===== config.mk =====
export PLATFORM = sky130hd
export DESIGN_NAME = sha1_message_digest_flat
export DESIGN_NICKNAME = d
export VERILOG_FILES = /design/src/hdl/sha1_pkg.sv /design/src/hdl/sha1_if.sv /design/src/hdl/sha1_datapath.sv /design/src/hdl/sha1_controller.sv /design/src/hdl/sha1_message_digest.sv /design/src/flat_wrapper.sv
export VERILOG_INCLUDE_DIRS = /design/src /design/src/hdl
export SDC_FILE = /design/constraint.sdc
export NUM_CORES = 2
export LEC_CHECK = 0
export ABC_CLOCK_PERIOD_IN_PS = 20300
export BUFFER_PORTS_ARGS = -buffer_cell sky130_fd_sc_hd__buf_2
export CAP_MARGIN = 15
export CELL_PAD_IN_SITES_DETAIL_PLACEMENT = 1
export CELL_PAD_IN_SITES_GLOBAL_PLACEMENT = 1
export CORE_UTILIZATION = 38
export CTS_BUF_LIST = sky130_fd_sc_hd__clkbuf_2 sky130_fd_sc_hd__clkbuf_4 sky130_fd_sc_hd__clkbuf_8
export DETAILED_ROUTE_END_ITERATION = 16
export PLACE_DENSITY_LB_ADDON = 0.1
export SLEW_MARGIN = 20
export SYNTH_ARGS = -nofsm -noshare
export SYNTH_HDL_FRONTEND = slang
export SYNTH_SLANG_ARGS = --single-unit

===== constraint.sdc =====
create_clock -name clk -period 20.3 [get_ports clk]
set_input_delay 4.06 -clock clk [delete_from_list [all_inputs] [get_ports clk]]
set_output_delay 4.06 -clock clk [all_outputs]
set_load 0.05 [all_outputs]

===== src/hdl/sha1_message_digest_assert.svh =====
// Assertion macros shared by the SHA-1 digest block.
`ifndef SHA1_MESSAGE_DIGEST_ASSERT_SVH
`define SHA1_MESSAGE_DIGEST_ASSERT_SVH

// Same-cycle implication, sampled on clk and quiet while rst_n is low.
`define SHA1_ASSERT_NOW(name, ante, cons) \
  name: assert property (@(posedge clk) disable iff (!rst_n) (ante) |-> (cons)) \
    else $error("sha1 check failed");

// Next-cycle implication, sampled on clk and quiet while rst_n is low.
`define SHA1_ASSERT_NEXT(name, ante, cons) \
  name: assert property (@(posedge clk) disable iff (!rst_n) (ante) |=> (cons)) \
    else $error("sha1 check failed");

`endif


===== src/hdl/sha1_pkg.sv =====
// Package with the SHA-1 constants, round function and controller/datapath types.
package sha1_pkg;

  localparam int BYTE_W      = 8;
  localparam int WORD_W      = 32;
  localparam int NUM_WORDS   = 5;
  localparam int WORD_IDX_W  = 3;
  localparam int BLOCK_WORDS = 16;
  localparam int POS_W       = 6;
  localparam int CNT_W       = 61;
  localparam int LEN_W       = 64;
  localparam int ROUNDS      = 80;
  localparam int ROUND_W     = 7;
  localparam int PHASE_LEN   = 20;

  // Byte position at which the length field starts.
  localparam logic [POS_W-1:0] LEN_POS  = 6'd56;
  localparam logic [POS_W-1:0] LAST_POS = 6'd63;
  localparam logic [BYTE_W-1:0] PAD_BYTE = 8'h80;

  localparam logic [WORD_W-1:0] K_TAB [4] = '{
    32'h5A827999, 32'h6ED9EBA1, 32'h8F1BBCDC, 32'hCA62C1D6
  };

  localparam logic [WORD_W-1:0] H_INIT [NUM_WORDS] = '{
    32'h67452301, 32'hEFCDAB89, 32'h98BADCFE, 32'h10325476, 32'hC3D2E1F0
  };

  // Source of a byte pushed into the block buffer.
  typedef enum logic [1:0] {
    SRC_MSG,
    SRC_PAD80,
    SRC_ZERO,
    SRC_LEN
  } src_t;

  // Commands from the controller to the datapath.
  typedef struct packed {
    logic                  push;
    src_t                  push_sel;
    logic                  count;
    logic                  latch_len;
    logic                  round_start;
    logic                  round_en;
    logic [1:0]            round_phase;
    logic                  finalize;
    logic                  reinit;
    logic [WORD_IDX_W-1:0] word_sel;
  } sha1_cmd_t;

  // Status from the datapath to the controller.
  typedef struct packed {
    logic [POS_W-1:0] pos;
  } sha1_status_t;

  // Round function selected by the 20-round phase.
  function automatic logic [WORD_W-1:0] sha1_f(input logic [1:0] phase,
                                               input logic [WORD_W-1:0] b,
                                               input logic [WORD_W-1:0] c,
                                               input logic [WORD_W-1:0] d);
    logic [WORD_W-1:0] res;
    case (phase)
      2'd0:    res = (b & c) | (~b & d);
      2'd2:    res = (b & c) | (b & d) | (c & d);
      default: res = b ^ c ^ d;
    endcase
    return res;
  endfunction

endpackage


===== src/hdl/sha1_if.sv =====
// Handshake interfaces for the message byte channel and the digest word channel.
interface sha1_in_if;
  import sha1_pkg::*;

  logic              valid;
  logic              ready;
  logic [BYTE_W-1:0] data_byte;
  logic              byte_present;
  logic              end_of_message;

  modport source(output valid, data_byte, byte_present, end_of_message, input ready);
  modport sink(input valid, data_byte, byte_present, end_of_message, output ready);
endinterface

interface sha1_out_if;
  import sha1_pkg::*;

  logic                  valid;
  logic                  ready;
  logic [WORD_W-1:0]     digest_word;
  logic [WORD_IDX_W-1:0] word_index;
  logic                  last_word;

  modport source(output valid, digest_word, word_index, last_word, input ready);
  modport sink(input valid, digest_word, word_index, last_word, output ready);
endinterface


===== src/hdl/sha1_datapath.sv =====
// Datapath: byte packing, 16-word schedule window, round unit and chaining words.
module sha1_datapath (
  input  logic                          clk,
  input  logic                          rst_n,
  input  logic [sha1_pkg::BYTE_W-1:0]   data_byte,
  input  sha1_pkg::sha1_cmd_t           cmd,
  output sha1_pkg::sha1_status_t        status,
  output logic [sha1_pkg::WORD_W-1:0]   digest_word
);
  import sha1_pkg::*;

  logic [WORD_W-1:0]        win_r [BLOCK_WORDS];
  logic [3*BYTE_W-1:0]      acc_r;
  logic [LEN_W-1:0]         len_r;
  logic [CNT_W-1:0]         cnt_r;
  logic [POS_W-1:0]         pos_r;
  logic [WORD_W-1:0]        chain_r [NUM_WORDS];
  logic [WORD_W-1:0]        a_r, b_r, c_r, d_r, e_r;

  logic [BYTE_W-1:0]        byte_in;
  logic [WORD_W-1:0]        w_new;
  logic [WORD_W-1:0]        w_mix;
  logic [WORD_W-1:0]        tmp;

  // Byte chosen for the buffer: message, pad marker, zero fill or length.
  always_comb begin
    case (cmd.push_sel)
      SRC_MSG:   byte_in = data_byte;
      SRC_PAD80: byte_in = PAD_BYTE;
      SRC_LEN:   byte_in = len_r[LEN_W-1 -: BYTE_W];
      default:   byte_in = '0;
    endcase
  end

  // Message schedule: the window holds w[t..t+15], w[t+16] is shifted in.
  assign w_mix = win_r[13] ^ win_r[8] ^ win_r[2] ^ win_r[0];
  assign w_new = {w_mix[WORD_W-2:0], w_mix[WORD_W-1]};

  // One compression round.
  assign tmp = {a_r[WORD_W-6:0], a_r[WORD_W-1 -: 5]}
             + sha1_f(cmd.round_phase, b_r, c_r, d_r)
             + e_r + K_TAB[cmd.round_phase] + win_r[0];

  // Byte packing and schedule window shifts.
  always_ff @(posedge clk) begin
    if (cmd.push) begin
      acc_r <= {acc_r[2*BYTE_W-1:0], byte_in};
      if (pos_r[1:0] == 2'd3) begin
        for (int i = 0; i < BLOCK_WORDS - 1; i++) begin
          win_r[i] <= win_r[i+1];
        end
        win_r[BLOCK_WORDS-1] <= {acc_r, byte_in};
      end
    end else if (cmd.round_en) begin
      for (int i = 0; i < BLOCK_WORDS - 1; i++) begin
        win_r[i] <= win_r[i+1];
      end
      win_r[BLOCK_WORDS-1] <= w_new;
    end
  end

  // Length field, shifted out most significant byte first.
  always_ff @(posedge clk) begin
    if (cmd.latch_len) begin
      len_r <= {cnt_r, 3'b000};
    end else if (cmd.push && (cmd.push_sel == SRC_LEN)) begin
      len_r <= {len_r[LEN_W-BYTE_W-1:0], {BYTE_W{1'b0}}};
    end
  end

  // Working variables a..e.
  always_ff @(posedge clk) begin
    if (cmd.round_start) begin
      a_r <= chain_r[0];
      b_r <= chain_r[1];
      c_r <= chain_r[2];
      d_r <= chain_r[3];
      e_r <= chain_r[4];
    end else if (cmd.round_en) begin
      a_r <= tmp;
      b_r <= a_r;
      c_r <= {b_r[1:0], b_r[WORD_W-1:2]};
      d_r <= c_r;
      e_r <= d_r;
    end
  end

  // Chaining words, byte count and buffer position.
  always_ff @(posedge clk) begin
    if (!rst_n || cmd.reinit) begin
      for (int i = 0; i < NUM_WORDS; i++) begin
        chain_r[i] <= H_INIT[i];
      end
      cnt_r <= '0;
      pos_r <= '0;
    end else begin
      if (cmd.finalize) begin
        chain_r[0] <= chain_r[0] + a_r;
        chain_r[1] <= chain_r[1] + b_r;
        chain_r[2] <= chain_r[2] + c_r;
        chain_r[3] <= chain_r[3] + d_r;
        chain_r[4] <= chain_r[4] + e_r;
      end
      if (cmd.push) begin
        pos_r <= pos_r + 1'b1;
      end
      if (cmd.push && cmd.count) begin
        cnt_r <= cnt_r + 1'b1;
      end
    end
  end

  assign status.pos  = pos_r;
  assign digest_word = chain_r[cmd.word_sel];

endmodule


===== src/hdl/sha1_controller.sv =====
// Controller: sequences message bytes, padding, compression rounds and digest output.
module sha1_controller (
  input  logic                               clk,
  input  logic                               rst_n,
  input  logic                               in_valid,
  input  logic                               byte_present,
  input  logic                               end_of_message,
  output logic                               in_ready,
  output logic                               out_valid,
  input  logic                               out_ready,
  output logic [sha1_pkg::WORD_IDX_W-1:0]    word_index,
  output logic                               last_word,
  input  sha1_pkg::sha1_status_t             status,
  output sha1_pkg::sha1_cmd_t                cmd
);
  import sha1_pkg::*;

  typedef enum logic [2:0] {
    ST_IDLE,
    ST_COMP,
    ST_FIN,
    ST_PAD,
    ST_LEN,
    ST_OUT
  } state_t;

  state_t                state_r, state_nxt;
  state_t                ret_r, ret_nxt;
  logic [ROUND_W-1:0]    round_r, round_nxt;
  logic                  first_pad_r, first_pad_nxt;
  logic [WORD_IDX_W-1:0] word_r, word_nxt;
  logic                  accept;
  logic                  at_last_pos;

  assign accept      = in_valid && in_ready;
  assign at_last_pos = (status.pos == LAST_POS);

  // Next state and commands.
  always_comb begin
    state_nxt       = state_r;
    ret_nxt         = ret_r;
    round_nxt       = round_r;
    first_pad_nxt   = first_pad_r;
    word_nxt        = word_r;
    cmd.push        = 1'b0;
    cmd.push_sel    = SRC_MSG;
    cmd.count       = 1'b0;
    cmd.latch_len   = 1'b0;
    cmd.round_start = 1'b0;
    cmd.round_en    = 1'b0;
    cmd.finalize    = 1'b0;
    cmd.reinit      = 1'b0;
    cmd.word_sel    = word_r;
    if (round_r < ROUND_W'(PHASE_LEN)) begin
      cmd.round_phase = 2'd0;
    end else if (round_r < ROUND_W'(2 * PHASE_LEN)) begin
      cmd.round_phase = 2'd1;
    end else if (round_r < ROUND_W'(3 * PHASE_LEN)) begin
      cmd.round_phase = 2'd2;
    end else begin
      cmd.round_phase = 2'd3;
    end

    case (state_r)
      ST_IDLE: begin
        if (accept) begin
          first_pad_nxt = 1'b1;
          if (byte_present) begin
            cmd.push  = 1'b1;
            cmd.count = 1'b1;
          end
          if (byte_present && at_last_pos) begin
            cmd.round_start = 1'b1;
            round_nxt       = '0;
            ret_nxt         = end_of_message ? ST_PAD : ST_IDLE;
            state_nxt       = ST_COMP;
          end else if (end_of_message) begin
            state_nxt = ST_PAD;
          end
        end
      end
      ST_COMP: begin
        cmd.round_en = 1'b1;
        round_nxt    = round_r + 1'b1;
        if (round_r == ROUND_W'(ROUNDS - 1)) begin
          state_nxt = ST_FIN;
        end
      end
      ST_FIN: begin
        cmd.finalize = 1'b1;
        word_nxt     = '0;
        state_nxt    = ret_r;
      end
      ST_PAD: begin
        if (first_pad_r || (status.pos != LEN_POS)) begin
          cmd.push      = 1'b1;
          cmd.push_sel  = first_pad_r ? SRC_PAD80 : SRC_ZERO;
          cmd.latch_len = first_pad_r;
          first_pad_nxt = 1'b0;
          if (at_last_pos) begin
            cmd.round_start = 1'b1;
            round_nxt       = '0;
            ret_nxt         = ST_PAD;
            state_nxt       = ST_COMP;
          end
        end else begin
          state_nxt = ST_LEN;
        end
      end
      ST_LEN: begin
        cmd.push     = 1'b1;
        cmd.push_sel = SRC_LEN;
        if (at_last_pos) begin
          cmd.round_start = 1'b1;
          round_nxt       = '0;
          ret_nxt         = ST_OUT;
          state_nxt       = ST_COMP;
        end
      end
      ST_OUT: begin
        if (out_ready) begin
          word_nxt = word_r + 1'b1;
          if (last_word) begin
            cmd.reinit = 1'b1;
            state_nxt  = ST_IDLE;
          end
        end
      end
      default: begin
        state_nxt = ST_IDLE;
      end
    endcase
  end

  // State and registered control.
  always_ff @(posedge clk) begin
    if (!rst_n) begin
      state_r     <= ST_IDLE;
      ret_r       <= ST_IDLE;
      round_r     <= '0;
      first_pad_r <= 1'b0;
      word_r      <= '0;
    end else begin
      state_r     <= state_nxt;
      ret_r       <= ret_nxt;
      round_r     <= round_nxt;
      first_pad_r <= first_pad_nxt;
      word_r      <= word_nxt;
    end
  end

  assign in_ready   = (state_r == ST_IDLE);
  assign out_valid  = (state_r == ST_OUT);
  assign word_index = word_r;
  assign last_word  = (word_r == WORD_IDX_W'(NUM_WORDS - 1));

endmodule


===== src/hdl/sha1_message_digest.sv =====
// SHA-1 digest engine: a completed 64-byte block holds off input through its rounds and finalize step.
// Compression runs on the single round unit, one round per cycle.
// An end item adds padding bytes, one or two compressions and five output words.
// Output words leave one per cycle while out_if.ready is high; no input is taken meanwhile.
// Reset (rst_n low, synchronous) loads the initial chaining words and clears counters and control.
// Block buffer contents are not reset; every byte is written or padded before use.
`include "sha1_message_digest_assert.svh"

module sha1_message_digest (
  input  logic       clk,
  input  logic       rst_n,
  sha1_in_if.sink    in_if,
  sha1_out_if.source out_if
);
  import sha1_pkg::*;

  sha1_cmd_t    cmd;
  sha1_status_t status;

  sha1_controller u_ctrl (
    .clk            (clk),
    .rst_n          (rst_n),
    .in_valid       (in_if.valid),
    .byte_present   (in_if.byte_present),
    .end_of_message (in_if.end_of_message),
    .in_ready       (in_if.ready),
    .out_valid      (out_if.valid),
    .out_ready      (out_if.ready),
    .word_index     (out_if.word_index),
    .last_word      (out_if.last_word),
    .status         (status),
    .cmd            (cmd)
  );

  sha1_datapath u_dp (
    .clk         (clk),
    .rst_n       (rst_n),
    .data_byte   (in_if.data_byte),
    .cmd         (cmd),
    .status      (status),
    .digest_word (out_if.digest_word)
  );

  // The block never takes an item while digest words are offered.
  `SHA1_ASSERT_NOW(a_no_overlap, out_if.valid, !in_if.ready)
  // Once the last word is taken, the block is ready for a new message.
  `SHA1_ASSERT_NEXT(a_ready_after_last, out_if.valid && out_if.ready && out_if.last_word, in_if.ready)
  // A digest is only offered with the buffer back at a block boundary.
  `SHA1_ASSERT_NOW(a_out_aligned, out_if.valid, status.pos == '0)
  // Rounds and buffer pushes never happen in the same cycle.
  `SHA1_ASSERT_NOW(a_push_round_excl, cmd.round_en, !cmd.push)

endmodule


===== src/flat_wrapper.sv =====
// flat-port wrapper written by rule: the top's interface ports become plain ports
module sha1_message_digest_flat import sha1_pkg::*;
  (clk, rst_n, in_if_valid, in_if_data_byte, in_if_byte_present, in_if_end_of_message, in_if_ready, out_if_valid, out_if_digest_word, out_if_word_index, out_if_last_word, out_if_ready);
  sha1_in_if in_if_i ();
  sha1_out_if out_if_i ();
  input  logic clk;
  input  logic rst_n;
  input wire logic [$bits(in_if_i.valid)-1:0] in_if_valid;
  input wire logic [$bits(in_if_i.data_byte)-1:0] in_if_data_byte;
  input wire logic [$bits(in_if_i.byte_present)-1:0] in_if_byte_present;
  input wire logic [$bits(in_if_i.end_of_message)-1:0] in_if_end_of_message;
  output wire logic [$bits(in_if_i.ready)-1:0] in_if_ready;
  output wire logic [$bits(out_if_i.valid)-1:0] out_if_valid;
  output wire logic [$bits(out_if_i.digest_word)-1:0] out_if_digest_word;
  output wire logic [$bits(out_if_i.word_index)-1:0] out_if_word_index;
  output wire logic [$bits(out_if_i.last_word)-1:0] out_if_last_word;
  input wire logic [$bits(out_if_i.ready)-1:0] out_if_ready;
  assign in_if_i.valid = in_if_valid;
  assign in_if_i.data_byte = in_if_data_byte;
  assign in_if_i.byte_present = in_if_byte_present;
  assign in_if_i.end_of_message = in_if_end_of_message;
  assign in_if_ready = in_if_i.ready;
  assign out_if_valid = out_if_i.valid;
  assign out_if_digest_word = out_if_i.digest_word;
  assign out_if_word_index = out_if_i.word_index;
  assign out_if_last_word = out_if_i.last_word;
  assign out_if_i.ready = out_if_ready;
  sha1_message_digest u_core (.clk(clk), .rst_n(rst_n), .in_if(in_if_i), .out_if(out_if_i));
endmodule

==> impl_metrics.py <==
metrics = {
    "global_routing": {
        "grt_use_total_pct": 20.8,
        "grt_pass1_vias": 33000,
        "grt_max_degree": 223,
        "grt_overflow_total": 0,
        "antenna_found_initial": 3,
        "grt_first_pass_wirelength_um": 211000,
    },
    "route": {
        "first_iter_violations": 1946,
        "ant_nets": 0,
        "via_per_inst": 5.20,
        "first_pass_iters": 5,
        "drcViolationCount": 0,
        "finalWirelength_um": 140000,
        "post_drt_wl_per_cell_um": 22.7,
        "vias": 32000,
    },
    "synth": {
        "yosys-top-cells-area": "edfxtp_1 54%, ha_1 5.0%, fa_1 4.9%, dfxtp_1 3.4%, o21ai_0 3.3%",
        "synth-main-ff-cell": "edfxtp_1",
        "yosys_warnings": 0,
        "synth_seq_area_share_pct": 57.9,
        "post-synth-top-area-fraction_pct": 54.4,
        "synth_cell_types": 83,
        "synth_seq_cells": 1004,
        "syn_area_sq_um": 50600,
        "synth_area_leader_cell": "edfxtp_1",
        "async_flop_share_pct": 0,
        "avgSynthCellArea_sq_um": 12.3,
        "syn-num-nets": 4469,
        "syn_inst": 4126,
        "synth_edf_count": 917,
    },
    "floorplanning": {
        "num_rows": 133,
        "start_util_pct": 38.4,
        "io_pins": 52,
        "die_h_um": 367,
        "core_sq_um": 132000,
        "fp.dieW_um": 367,
        "dieArea_sq_um": 135000,
    },
    "timing": {
        "clock_skew_ns": 0.0591,
        "drv_slew": 0,
        "fin_tns_setup_ns": 0,
        "setup_viol": 0,
        "max_freq_mhz": 122,
        "rsz0062_at_grt": "false",
        "slew-limit-headroom_pct": 22.5,
        "worstMarginPinSlew_ns": 1.16,
        "hold_viol": 0,
        "min_period_over_period_pct": 40.3,
        "fin_crit_ns": 8.18,
    },
    "final_layout": {
        "drive_gt1_share_pct": 11.8,
        "layout.nets": 4598,
        "stdcell_count": 6152,
        "final_area_sq_um": 56400,
        "area_growth_pct": 11.5,
    },
    "min_path": {
        "hp-class": "register to register",
    },
    "clock_network": {
        "cts_tree": "done",
        "clkSinkCount": 1004,
        "clock_latency_ns": 0.91,
        "cts_resized": 0,
        "htreeDepth": 4,
        "cts_buffer_depth": 3,
        "holdBufCountCts": 0,
        "clkTransAtPathRegs_ns": 0.06,
        "cts_setup_buffers": 0,
        "cts_buffers": 179,
        "clockRootBuffer": "clkbuf_8",
    },
    "critical_path": {
        "worstSetupPathType": "input pin to register",
        "crit_fanout": 80,
        "end_kind": "register",
        "startpoint_type": "input pin",
        "critPathRequiredTime_ns": 20.80,
        "ff2ff_setup_slack_ns": 12.87,
        "cp.arrival_ns": 8.68,
    },
    "outcome": {
        "status": "complete, no violations",
    },
    "placed_design": {
        "dp_hpwl_um": 98000,
        "dp.cells": 5829,
        "dpl_cell_area_sq_um": 52800,
        "finalWeightedCongestion": 0.868,
        "io_buffers": 51,
    },
    "run": {
        "max_cap_viol_count": 0,
    },
}
[cell usage in the layout, fill, tap and decap left out, types with 22 or more instances in the layout]
cell	synthesis	layout
a211oi_1	25	25
a21o_1	79	79
a21oi_1	169	169
a31oi_1	29	29
and3_1	40	40
buf_2	12	51
buf_4	4	32
clkbuf_4	0	62
clkbuf_8	0	183
clkinv_1	0	47
dfxtp_1	87	84
edfxtp_1	917	917
fa_1	125	125
ha_1	204	204
inv_1	372	372
mux2_2	85	85
mux2i_1	38	38
mux4_2	32	32
nand2_1	427	424
nand2b_1	29	27
nand3_1	70	70
nand4_1	30	30
nor2_1	222	221
nor2b_1	23	22
nor3_1	47	47
o21a_1	24	24
o21ai_0	335	335
o22ai_1	31	31
or3_1	33	33
xnor2_1	185	185
xor2_1	108	108
[cells by family after synthesis]
kind of cell             synth area share, %
XOR/XNOR                                5.07
AO/OA/AOI/OAI                           9.99
multiplexers                            4.07
AND/OR/NAND/NOR                         9.13
adder cells (fa/ha/maj)                 10.0
flip-flops                              57.9
buffers and inverters                   3.84
[synthesized netlist by cell type (31+ instances only)]
master      n
edfxtp_1  917
nand2_1   427
inv_1     372
o21ai_0   335
nor2_1    222
ha_1      204
xnor2_1   185
a21oi_1   169
fa_1      125
xor2_1    108
clkbuf_1  106
dfxtp_1    87
mux2_2     85
a21o_1     79
nand3_1    70
nor3_1     47
and3_1     40
mux2i_1    38
or3_1      33
mux4_2     32
o22ai_1    31
[worst max-delay path, stage by stage]
cell and delay, ns:
buf_2 0.12, and4b_1 0.42, or3_1 0.17, buf_4 0.35, and2_2 0.23, nand2b_4 0.71
buf_4 0.78, buf_4 0.87, buf_4 0.80
[area by class of cell]
type	count	area, sq um
inverter	373	1400
antenna	4	10.0
tap	1755	2200
clock inverter	74	553
multi-input combinational	2612	19400
timing repair buffer	85	536
clock buffer	245	2980
sequential	1004	29300
fill	14000	75400
[registers in the layout (all words and copies together) (netlist names), named ones only]
| name | count |
|---|---|
| u_core.u_dp.acc_r | 24 |
| u_core.u_ctrl.round_r | 7 |
| u_core.u_dp.len_r | 61 |
| u_core.u_dp.b_r | 32 |
| u_core.u_ctrl.word_index | 3 |
| u_core.u_dp.a_r | 32 |
| u_core.u_ctrl.first_pad_r | 1 |
| u_core.u_dp.win_r | 512 |
| u_core.u_dp.chain_r | 160 |
| u_core.u_dp.d_r | 32 |
| u_core.u_ctrl.ret_r | 3 |
| u_core.u_dp.c_r | 32 |
| u_core.u_dp.status | 6 |
| u_core.u_dp.cnt_r | 61 |
| u_core.u_ctrl.state_r | 3 |
| u_core.u_dp.e_r | 32 |
[per-layer routing]
metal / up-vias / wire length [um] / track usage, %
li1: 15100 / - / -
met1: 16200 / 66700 / 29.1
met2: 512 / 65100 / 33.3
met3: 202 / 4990 / 3.46
met4: 0 / 2860 / 5.58
met5: - / 0 / 0
[through the flow]
step	util, %	hold slack [ns]	setup slack [ns]
floorplan	-	0.400	1.74
finish	42.8	0.389	12.12
detailed placement	40.1	0.405	11.09
global route	42.8	0.382	11.78
global placement	40.1	0.400	11.19
CTS	42.8	0.364	12.11
[path summary, 6_finish.rpt]
| kind | end | start | cells past startpoint |
|---|---|---|---|
| max | u_core.u_dp.win_r[0][195] | in_if_valid | 9 |
| min | u_core.u_dp.win_r[1][29] | u_core.u_dp.win_r[1][61] | 0 |
| max reg2reg | u_core.u_dp.a_r[29] | u_core.u_ctrl.round_r[2] | 25 |
| min reg2reg | u_core.u_dp.win_r[1][29] | u_core.u_dp.win_r[1][61] | 0 |
Power is not shown: default switching activity piles up to over one toggle a cycle in this logic, so the estimate is an artifact.
